<file path="src/hdl/big_endian_typed_serializer_assert.svh">
// Assertion macros for the big-endian typed serializer.
// Included by the top level; expects signals clk and rst_n in scope.
`ifndef BIG_ENDIAN_TYPED_SERIALIZER_ASSERT_SVH
`define BIG_ENDIAN_TYPED_SERIALIZER_ASSERT_SVH

// Check that a condition implies another in the same cycle.
`define BETS_ASSERT_SAME(label, ante, cons) \
  label: assert property (@(posedge clk) disable iff (!rst_n) (ante) |-> (cons)) \
    else $error("bets assertion failed");

// Check that a condition implies another in the next cycle.
`define BETS_ASSERT_NEXT(label, ante, cons) \
  label: assert property (@(posedge clk) disable iff (!rst_n) (ante) |=> (cons)) \
    else $error("bets assertion failed");

`endif

</file>
<file path="src/hdl/bets_pkg.sv">
// Shared types and constants for the big-endian typed serializer.
// No dependencies; used by every module of the block.
package bets_pkg;

  // Operation codes
  localparam logic [2:0] OP_BYTE  = 3'd0;
  localparam logic [2:0] OP_BOOL  = 3'd1;
  localparam logic [2:0] OP_SHORT = 3'd2;
  localparam logic [2:0] OP_INT   = 3'd3;
  localparam logic [2:0] OP_LONG  = 3'd4;
  localparam logic [2:0] OP_UTF   = 3'd5;

  // Modified UTF-8 marks and masks
  localparam logic [7:0]  UTF_LEAD3   = 8'hE0;
  localparam logic [7:0]  UTF_LEAD2   = 8'hC0;
  localparam logic [7:0]  UTF_CONT    = 8'h80;
  localparam logic [15:0] UTF_MAX1    = 16'h007F;
  localparam logic [15:0] UTF_MAX2    = 16'h07FF;

  // Encoded item: bytes left aligned, most significant first
  typedef struct packed {
    logic [63:0] bytes;
    logic [3:0]  count;
  } enc_t;

  // Serializer status seen by the top level
  typedef struct packed {
    logic       take;
    logic [2:0] rem;
  } ser_stat_t;

endpackage

</file>
<file path="src/hdl/bets_encoder.sv">
// Input register and byte encoder of the big-endian typed serializer.
// Depends on bets_pkg for operation codes and the encoded item type.
module bets_encoder
  import bets_pkg::*;
(
  input  logic        clk,
  input  logic        rst_n,
  input  logic        in_valid,
  output logic        in_ready,
  input  logic [2:0]  in_operation,
  input  logic [63:0] in_value,
  output logic        enc_valid,
  input  logic        enc_take,
  output enc_t        enc
);

  logic        valid_r;
  logic [2:0]  op_r;
  logic [63:0] value_r;
  logic [15:0] unit;
  logic        known_op;

  assign in_ready  = !valid_r || enc_take;
  assign enc_valid = valid_r;
  assign known_op  = (in_operation <= OP_UTF);

  // Capture a transaction; drop unused operation codes
  always_ff @(posedge clk) begin
    if (!rst_n) begin
      valid_r <= 1'b0;
    end else if (in_ready) begin
      valid_r <= in_valid && known_op;
    end
  end

  always_ff @(posedge clk) begin
    if (in_valid && in_ready) begin
      op_r    <= in_operation;
      value_r <= in_value;
    end
  end

  assign unit = value_r[15:0];

  // Build the left-aligned byte string and its length
  always_comb begin
    enc.bytes = '0;
    enc.count = 4'd0;
    case (op_r)
      OP_BYTE: begin
        enc.bytes = {value_r[7:0], 56'd0};
        enc.count = 4'd1;
      end
      OP_BOOL: begin
        enc.bytes = {7'd0, |value_r, 56'd0};
        enc.count = 4'd1;
      end
      OP_SHORT: begin
        enc.bytes = {value_r[15:0], 48'd0};
        enc.count = 4'd2;
      end
      OP_INT: begin
        enc.bytes = {value_r[31:0], 32'd0};
        enc.count = 4'd4;
      end
      OP_LONG: begin
        enc.bytes = value_r;
        enc.count = 4'd8;
      end
      OP_UTF: begin
        if (unit != 16'd0 && unit <= UTF_MAX1) begin
          enc.bytes = {unit[7:0], 56'd0};
          enc.count = 4'd1;
        end else if (unit > UTF_MAX2) begin
          enc.bytes = {UTF_LEAD3 | {4'd0, unit[15:12]},
                       UTF_CONT | {2'd0, unit[11:6]},
                       UTF_CONT | {2'd0, unit[5:0]}, 40'd0};
          enc.count = 4'd3;
        end else begin
          enc.bytes = {UTF_LEAD2 | {3'd0, unit[10:6]},
                       UTF_CONT | {2'd0, unit[5:0]}, 48'd0};
          enc.count = 4'd2;
        end
      end
      default: begin
        enc.bytes = '0;
        enc.count = 4'd0;
      end
    endcase
  end

endmodule

</file>
<file path="src/hdl/bets_serializer.sv">
// Output register and byte shifter of the big-endian typed serializer.
// Depends on bets_pkg for the encoded item and status types.
module bets_serializer
  import bets_pkg::*;
(
  input  logic        clk,
  input  logic        rst_n,
  input  logic        enc_valid,
  input  enc_t        enc,
  output ser_stat_t   stat,
  output logic        out_valid,
  input  logic        out_ready,
  output logic [7:0]  out_byte,
  output logic        out_last_byte,
  output logic [31:0] out_bytes_written
);

  logic        valid_r;
  logic [7:0]  byte_r;
  logic        last_r;
  logic [31:0] count_r;
  logic [55:0] shift_r;
  logic [2:0]  rem_r;
  logic        advance;
  logic        more;

  assign advance   = !valid_r || out_ready;
  assign more      = valid_r && (rem_r != 3'd0);
  assign stat.take = advance && !more && enc_valid;
  assign stat.rem  = rem_r;

  // Control state: valid flag, remaining bytes and running count
  always_ff @(posedge clk) begin
    if (!rst_n) begin
      valid_r <= 1'b0;
      rem_r   <= 3'd0;
      count_r <= 32'd0;
    end else if (advance) begin
      if (more) begin
        valid_r <= 1'b1;
        rem_r   <= rem_r - 3'd1;
        count_r <= count_r + 32'd1;
      end else if (enc_valid) begin
        valid_r <= 1'b1;
        rem_r   <= 3'(enc.count - 4'd1);
        count_r <= count_r + 32'd1;
      end else begin
        valid_r <= 1'b0;
      end
    end
  end

  // Payload: next byte from the shifter or the first byte of a new item
  always_ff @(posedge clk) begin
    if (advance) begin
      if (more) begin
        byte_r  <= shift_r[55:48];
        shift_r <= {shift_r[47:0], 8'd0};
        last_r  <= (rem_r == 3'd1);
      end else if (enc_valid) begin
        byte_r  <= enc.bytes[63:56];
        shift_r <= enc.bytes[55:0];
        last_r  <= (enc.count == 4'd1);
      end
    end
  end

  assign out_valid         = valid_r;
  assign out_byte          = byte_r;
  assign out_last_byte     = last_r;
  assign out_bytes_written = count_r;

endmodule

</file>
<file path="src/hdl/big_endian_typed_serializer.sv">
// Top level of the big-endian typed serializer.
// Depends on bets_pkg, bets_encoder, bets_serializer and the assert macro header.
//
//  channel | ports                                      | direction
//  input   | in_valid/in_ready, in_operation, in_value  | one typed value per transaction
//  output  | out_valid/out_ready, out_byte,             | one byte per transaction
//          | out_last_byte, out_bytes_written           |
//
// An item giving n bytes (1..8) leaves the output register one byte at a time; the
// output register sends one byte per cycle unless out_ready stalls it, which sets the rate.
// An accepted input passes the encoder register, then the output register.
// Synchronous active-low reset clears the valid flags and the byte count.
// Operation codes 6 and 7 are accepted and dropped without output.
// An output stall holds the current byte; the input register fills and then stalls.
module big_endian_typed_serializer
  import bets_pkg::*;
(
  input  logic        clk,
  input  logic        rst_n,
  input  logic        in_valid,
  output logic        in_ready,
  input  logic [2:0]  in_operation,
  input  logic [63:0] in_value,
  output logic        out_valid,
  input  logic        out_ready,
  output logic [7:0]  out_byte,
  output logic        out_last_byte,
  output logic [31:0] out_bytes_written
);

  `include "big_endian_typed_serializer_assert.svh"

  logic      enc_valid;
  enc_t      enc;
  ser_stat_t stat;

  // Capture and encode
  bets_encoder u_encoder (
    .clk          (clk),
    .rst_n        (rst_n),
    .in_valid     (in_valid),
    .in_ready     (in_ready),
    .in_operation (in_operation),
    .in_value     (in_value),
    .enc_valid    (enc_valid),
    .enc_take     (stat.take),
    .enc          (enc)
  );

  // Serialize one byte per cycle while the output is not stalled
  bets_serializer u_serializer (
    .clk               (clk),
    .rst_n             (rst_n),
    .enc_valid         (enc_valid),
    .enc               (enc),
    .stat              (stat),
    .out_valid         (out_valid),
    .out_ready         (out_ready),
    .out_byte          (out_byte),
    .out_last_byte     (out_last_byte),
    .out_bytes_written (out_bytes_written)
  );

  // Last flag marks exactly the byte with nothing left behind it
  `BETS_ASSERT_SAME(a_last_rem, out_valid, out_last_byte == (stat.rem == 3'd0))
  // A byte that is not last is followed directly by the next one
  `BETS_ASSERT_NEXT(a_cont, out_valid && out_ready && !out_last_byte, out_valid)
  // Each new byte advances the count by one
  `BETS_ASSERT_NEXT(a_count, out_valid && out_ready,
                    !out_valid || out_bytes_written == $past(out_bytes_written) + 32'd1)
  // The input stalls only when an encoded item is pending
  `BETS_ASSERT_SAME(a_stall, !in_ready, enc_valid && !stat.take)

endmodule

</file>
<file path="config.mk">
export PLATFORM = sky130hd
export DESIGN_NAME = big_endian_typed_serializer
export DESIGN_NICKNAME = d
export VERILOG_FILES = /design/src/hdl/bets_pkg.sv /design/src/hdl/bets_encoder.sv /design/src/hdl/bets_serializer.sv /design/src/hdl/big_endian_typed_serializer.sv
export VERILOG_INCLUDE_DIRS = /design/src /design/src/hdl
export SDC_FILE = /design/constraint.sdc
export NUM_CORES = 1
export LEC_CHECK = 0
export BUFFER_PORTS_ARGS = -buffer_cell sky130_fd_sc_hd__buf_2
export CORE_UTILIZATION = 35
export CTS_CLUSTER_DIAMETER = 30
export DETAILED_ROUTE_END_ITERATION = 7
export PLACE_DENSITY = 0.66
export SYNTH_ARGS = -nofsm -noshare
export SYNTH_HDL_FRONTEND = slang
export SYNTH_SLANG_ARGS = --single-unit
</file>
<file path="constraint.sdc">
create_clock -name clk -period 4.7 [get_ports clk]
set_input_delay 0.705 -clock clk [delete_from_list [all_inputs] [get_ports clk]]
set_output_delay 0.705 -clock clk [all_outputs]
set_load 0.02 [all_outputs]
</file>
==> results of run 1 <==
logic make-up (layout without fill, tap and decap cells):
family                     after synthesis  in the layout  share of synthesized area, %
adders and majority gates                5              5                        0.8509
xor gates and xnor gates                 9              9                         1.072
and+or+nand+nor                        196            196                         13.72
DFF                                    169            169                         63.99
other                                    0              1                             0
muxes                                   16             16                         2.263
buffers and inverters                   50            164                         2.757
AOI/OAI and AO/OA                      163            163                         15.35
cells in the mapped netlist, drive strengths merged, types with 2 or more instances:
cell     number
mux2i        11
nor4b         2
o211ai        2
nor3b         2
a22oi        13
buf           7
o21bai        2
and2          4
a221o         8
a22o         26
ha            5
or3          14
clkbuf       30
a21oi        38
and3         10
nor2         46
a221oi        7
nand2b        6
o21ai        38
nand4        10
nand3        12
a222oi       10
inv          12
a2111oi       2
xnor2         8
a211oi        2
or4           8
edfxtp      132
nor4         20
nor3         11
nand2        45
nand3b        3
o31ai         7
dfxtp        37
mux2          5
worst min path at each step:
stage | start | endpoint | slack (ns) | depth (start not counted)
2_1_floorplan | u_serializer.rem_r[2] | u_serializer.rem_r[2] | 0.46 | 2
3_3_place_gp | u_serializer.out_bytes_written[31] | u_serializer.out_bytes_written[31] | 0.46 | 2
3_5_place_dp | u_serializer.out_bytes_written[31] | u_serializer.out_bytes_written[31] | 0.47 | 2
4_1_cts | in_value[59] | u_encoder.value_r[59] | 0.43 | 1
5_1_grt | in_value[17] | u_encoder.value_r[17] | 0.43 | 1
6_report | in_value[18] | u_encoder.value_r[18] | 0.45 | 1
layer usage:
| layer | up-vias | part of all wire (%) |
|---|---|---|
| li1 | 2583 | - |
| met1 | 2651 | 45 |
| met2 | 283 | 46 |
| met3 | 37 | 7.6 |
| met4 | 0 | 2.2 |
| met5 | - | 0 |
power by group through the flow:
stage                     clock network (mW)  registers (mW)  logic (mW)
after floorplan                            0            1.79       0.154
after global placement                     0            1.82       0.245
after detailed placement                   0            1.82       0.246
after CTS                               1.54            1.79       0.246
after global routing                    1.59            1.79       0.272
final                                   1.51            1.79       0.246
through the flow:
step	total power [mW]	hold WS, ns	util, %	instances	setup WS (ns)
finish	3.550	0.4497	43.10	993	2.003
global route	3.656	0.4334	43.10	993	1.800
CTS	3.571	0.4334	43.09	992	2.039
detailed placement	2.064	0.4692	39.97	960	2.064
global placement	2.063	0.4648	39.97	960	2.073
floorplan	1.947	0.4600	-	608	0.09547
state kept, by name (all words and copies together) (netlist names):
register,count
u_serializer.out_byte,8
u_serializer.shift_r,56
u_serializer.out_last_byte,1
u_serializer.out_valid,1
u_encoder.op_r,3
u_serializer.rem_r,3
u_encoder.enc_valid,1
u_encoder.value_r,64
u_serializer.out_bytes_written,32
worst register-to-register path, cell delays in order (launching register included):
cell and delay, ns:
edfxtp_1 0.84, inv_1 0.24, and2_1 0.21, buf_4 0.25, a2111oi_0 0.49, o211ai_1 0.15
a31o_2 0.27
area by class of cell:
cell class | instances | area (µm²) | share of cell area (%)
multi-input cells | 389 | 2460 | 27.93
diodes | 1 | 2.502 | 0.02842
well taps | 270 | 337.8 | 3.836
clock inverters | 14 | 209.0 | 2.373
clock buffers | 18 | 429.2 | 4.874
inverters | 12 | 45.04 | 0.5115
flip-flops and latches | 169 | 4705 | 53.42
repair buffers | 120 | 618.1 | 7.019
==> results.cfg, run 1 <==
[sta]
grt_setup_unrepaired = false
worstMarginPinSlew_ns = 1.046
fin_crit_ns = 2.697
fmax_mhz = 370.7
slew_headroom_pct = 30.29
min_period_over_period_pct = 57.39
setup_viol = 0
skew_ns = 0.01146
finalHoldViolCount = 0
finalMaxSlewViolations = 0
fin_tns_setup_ns = 0

[worst_setup_path]
critPathRequiredTime_ns = 4.88
cp_num_buf_inv = 2
startpoint_type = flip-flop
startpoint = u_encoder.op_r[0]
path_cells = inv_1 > and2_1 > buf_4 > a2111oi_0 > o211ai_1 > a31o_2
r2r_start = u_encoder.op_r[0]
worst-r2r-setup-slack_ns = 2.00
crit_fanout = 38
worstPathArrival_ns = 2.87
path_depth = 6
rr_worst_depth = 6
endpoint = u_serializer.out_byte[0]
end_kind = flip-flop
crit_family = compound AO/OA/AOI/OAI gates
crit_type = reg -> reg
max_stage_delay_ns = 0.84
worst_path_max_delay_cell = edfxtp_1
reg2reg_to = u_serializer.out_byte[0]

[final_layout]
drive_gt1_share_pct = 23.13
finish.instance_area_um2 = 8806
num-fill-cells = 1886
area_growth_pct = 19.78
finalNetCount = 785
mostFrequentLayoutCell = edfxtp_1
layout_common_cells = edfxtp_1, buf_2, nor2_1, nand2_1

[cts]
cts_resized = 0
cts-htree-levels = 4
insertion_delay_ns = 0.43
cts_sinks = 169
numCtsBuffers = 17
cts_hold_buf = 0
cts_tree = built
cts-root-buf = clkbuf_16
cts_buffer_depth = 2
post-cts-setup-buffer-count = 0
clk_pin_slew_ns = 0.07

[global_routing]
grt_pass1_vias = 5150
top_usage_layer = met2
grtUsageMet1_pct = 25.53
grt_use_met2_pct = 27.20
grt_max_degree = 70
grt_pass1_wl_mm = 29.72
met3_usage_pct = 3.851
track_usage_pct = 18.15
antenna_found_initial = 1
overflow = 0

[floorplan]
die_h_um = 146.9
std_cell_rows = 52
pin_count = 114
start_util_pct = 35.99
placeableCoreArea_um2 = 20430
die_w_um = 146.9
fp.dieArea_um2 = 21590

[placement]
hpwl_mm = 13.23
port_buffers = 113
postPlaceCellArea_um2 = 8165
place_congestion = 0.9496

[routing]
vias = 5554
drt_iter0_markers = 673
wl_per_cell_um = 19.48
wl_mm = 19.34
antenna_left = 0
via_per_inst = 5.593
firstDrtPassIters = 6
drc = 0

[logic_synthesis]
yosys-top-cells-area = edfxtp_1, dfxtp_1, a22o_1
syn_area_per_cell_um2 = 12.09
yosysUniqueCellTypes = 52
async_flop_share_pct = 0
yosysWarnings = 0
synth_cells = 608
yosys.area.top_type_share_pct = 53.91
ys.flop_type = edfxtp_1
synth_nets = 684
seq_area_frac_synth_pct = 63.99
synth-seq-cells = 169
synth_area_um2 = 7352
synth_edf_count = 132
synth_top_cell_by_area = edfxtp_1

[pwr]
leakagePower_nw = 3.200
p_int_mw = 2.714
pwr-share-comb_pct = 6.9
clkPwrFrac_pct = 42.6
switching_share_pct = 23.55
vdd_ir_drop_max_mv = 0.2512
pwr-share-seq_pct = 50.4
p_per_area_nw_per_um2 = 403.1
p_sw_mw = 0.8359

[job]
drv_cap = 0

[min_path]
hp-class = in -> reg

[outcome]
status = finished clean
Power figures use the tool's default switching activity.
==> run 2, diff against run 1 <==
--- a/config.mk
+++ b/config.mk
@@ -10,7 +10,7 @@
 export CORE_UTILIZATION = 35
 export CTS_CLUSTER_DIAMETER = 30
 export DETAILED_ROUTE_END_ITERATION = 7
-export PLACE_DENSITY = 0.66
+export PLACE_DENSITY = 0.64
 export SYNTH_ARGS = -nofsm -noshare
 export SYNTH_HDL_FRONTEND = slang
 export SYNTH_SLANG_ARGS = --single-unit
==> constraint.sdc (replaced) <==
create_clock -name clk -period 2.49 [get_ports clk]
set_input_delay 0.3735 -clock clk [delete_from_list [all_inputs] [get_ports clk]]
set_output_delay 0.3735 -clock clk [all_outputs]
set_load 0.02 [all_outputs]
==> run 2 against run 1 <==
Compared with the run above:
- non-clock buffer count increased by 35
- worst setup slack got worse by 1.9 ns
- clock-buffer cell count unchanged
- register-to-register slack got worse by 1.9 ns
- maximum frequency increased by 15%
- utilization increased by 1.3 points
- hold slack got worse by 0.34 ns
- sequential share of layout area decreased by 1.5 points
- power increased by 84%
- die area unchanged
- critical path type unchanged
- critical endpoint is now u_serializer.rem_r[1]
- largest power group unchanged
==> results.cfg, run 2 (synthesis results as in run 1) <==
[sta]
fin_ws_ns = 0.1479
fin_tns_setup_ns = 0
fin_crit_ns = 2.342
setup_viol = 0
finalMaxSlewViolations = 0
skew_ns = 0.01018
whs_ns = 0.1111
grt_setup_unrepaired = false
worstMarginPinSlew_ns = 1.050
finalHoldViolCount = 0
min_period_over_period_pct = 94.06
slew_headroom_pct = 30.02
fmax_mhz = 427.0

[floorplan]
pin_count = 114
fp.dieArea_um2 = 21590
start_util_pct = 35.99
std_cell_rows = 52
die_h_um = 146.9
die_w_um = 146.9
placeableCoreArea_um2 = 20430

[cts]
cts_buffer_depth = 2
insertion_delay_ns = 0.43
cts-root-buf = clkbuf_16
post-cts-setup-buffer-count = 0
cts_hold_buf = 0
numCtsBuffers = 17
cts_tree = built
cts_sinks = 169
cts-htree-levels = 4
cts_resized = 0
clk_pin_slew_ns = 0.07

[global_routing]
grt_pass1_wl_mm = 30.74
grt_max_degree = 68
overflow = 0
track_usage_pct = 18.89
antenna_found_initial = 0
grt_pass1_vias = 5383

[final_layout]
drive_gt1_share_pct = 27.34
largest_register_ffs = 64
antenna_cells = 0
area_growth_pct = 23.28
mostFrequentLayoutCell = edfxtp_1
top_register = u_encoder.value_r
finalNetCount = 820
post-route-util_pct = 44.37
layout_common_cells = edfxtp_1, buf_2, nor2_1, nand2_1, buf_4

[routing]
wl_mm = 19.81
vias = 5707
wl_per_cell_um = 19.29
firstDrtPassIters = 8
via_per_inst = 5.557
drt_iter0_markers = 676
drc = 0
antenna_left = 0

[outcome]
status = finished clean

[worst_setup_path]
startpoint_type = flip-flop
max_stage_delay_ns = 0.55
end_kind = flip-flop
cp_common_cell = a21oi_1
worstPathArrival_ns = 2.65
crit_type = reg -> reg
cp_num_buf_inv = 0
crit_fanout = 2
path_cells = or4_1 > a21oi_1 > o21ai_0 > a21oi_1 > ha_1 > a2111oi_0 > nor3_1
crit_family = compound AO/OA/AOI/OAI gates
worst_path_max_delay_cell = or4_1
critPathRequiredTime_ns = 2.80

[pwr]
p_per_area_nw_per_um2 = 721.5
vdd_ir_drop_max_mv = 0.4962
total_power_mw = 6.540
leakagePower_nw = 3.354

[min_path]
hp-class = in -> reg

[placement]
hpwl_mm = 13.73
port_buffers = 113
pre_cts_ws_ns = 0.1106
place_congestion = 0.8646

[job]
drv_cap = 0
[run 2: cell types whose count changed in the layout (fill, tap and decap cells not counted), sizes merged]
| cell | change |
|---|---|
| buf | +35 |
| bufinv | -2 |
| clkinvlp | +2 |
| diode | -1 |
[run 2: final cells by class]
class                      instances  area, µm²
clock buffer                      18      429.2
clock inverter                    14      160.2
fill                            1929      11370
inverter                          12      45.04
multi-input combinational        389       2481
sequential                       169       4705
tap                              270      337.8
timing repair buffer             155      905.9
[run 2: worst reg2reg max path: cells and delay by family, from the launching register on]
kind                     cells  cell delay [ns]
flip-flops                   1             0.39
adder cells (fa/ha/maj)      1             0.25
AO/OA/AOI/OAI                4             0.97
AND/OR/NAND/NOR              2             0.62
[run 2: metal layers]
layer,track usage (%),up-vias,part of all wire [%]
met1,25.74,2725,42
met2,29.22,295,46
met3,5.155,29,9.5
li1,-,2658,-
met5,0,-,0
met4,6.031,0,2.1
[run 2: final timing paths]
kind,startpoint,end,slack [ns],cells past startpoint
worst min register to register,u_serializer.out_bytes_written[31],u_serializer.out_bytes_written[31],0.49,2
worst max-delay path,u_encoder.value_r[10],u_serializer.rem_r[1],0.15,7
worst max register to register,u_encoder.value_r[10],u_serializer.rem_r[1],0.15,7
worst min-delay path,in_value[37],u_encoder.value_r[37],0.11,1
[run 2: through the flow]
stage	cells	cell area, µm²
2_1_floorplan	608	7376
3_3_place_gp	995	8458
3_5_place_dp	995	8458
4_1_cts	1027	9047
5_1_grt	1027	9064
6_report	1027	9064
[run 2: report_power, final]
group / switching, mW / total, mW / leakage, nW / internal [mW]
clock network: 1.15 / 2.65 / 0.286 / 1.50
logic: 0.349 / 0.561 / 1.49 / 0.211
registers: 0.0958 / 3.33 / 1.58 / 3.24
total: 1.59 / 6.54 / 3.35 / 4.95
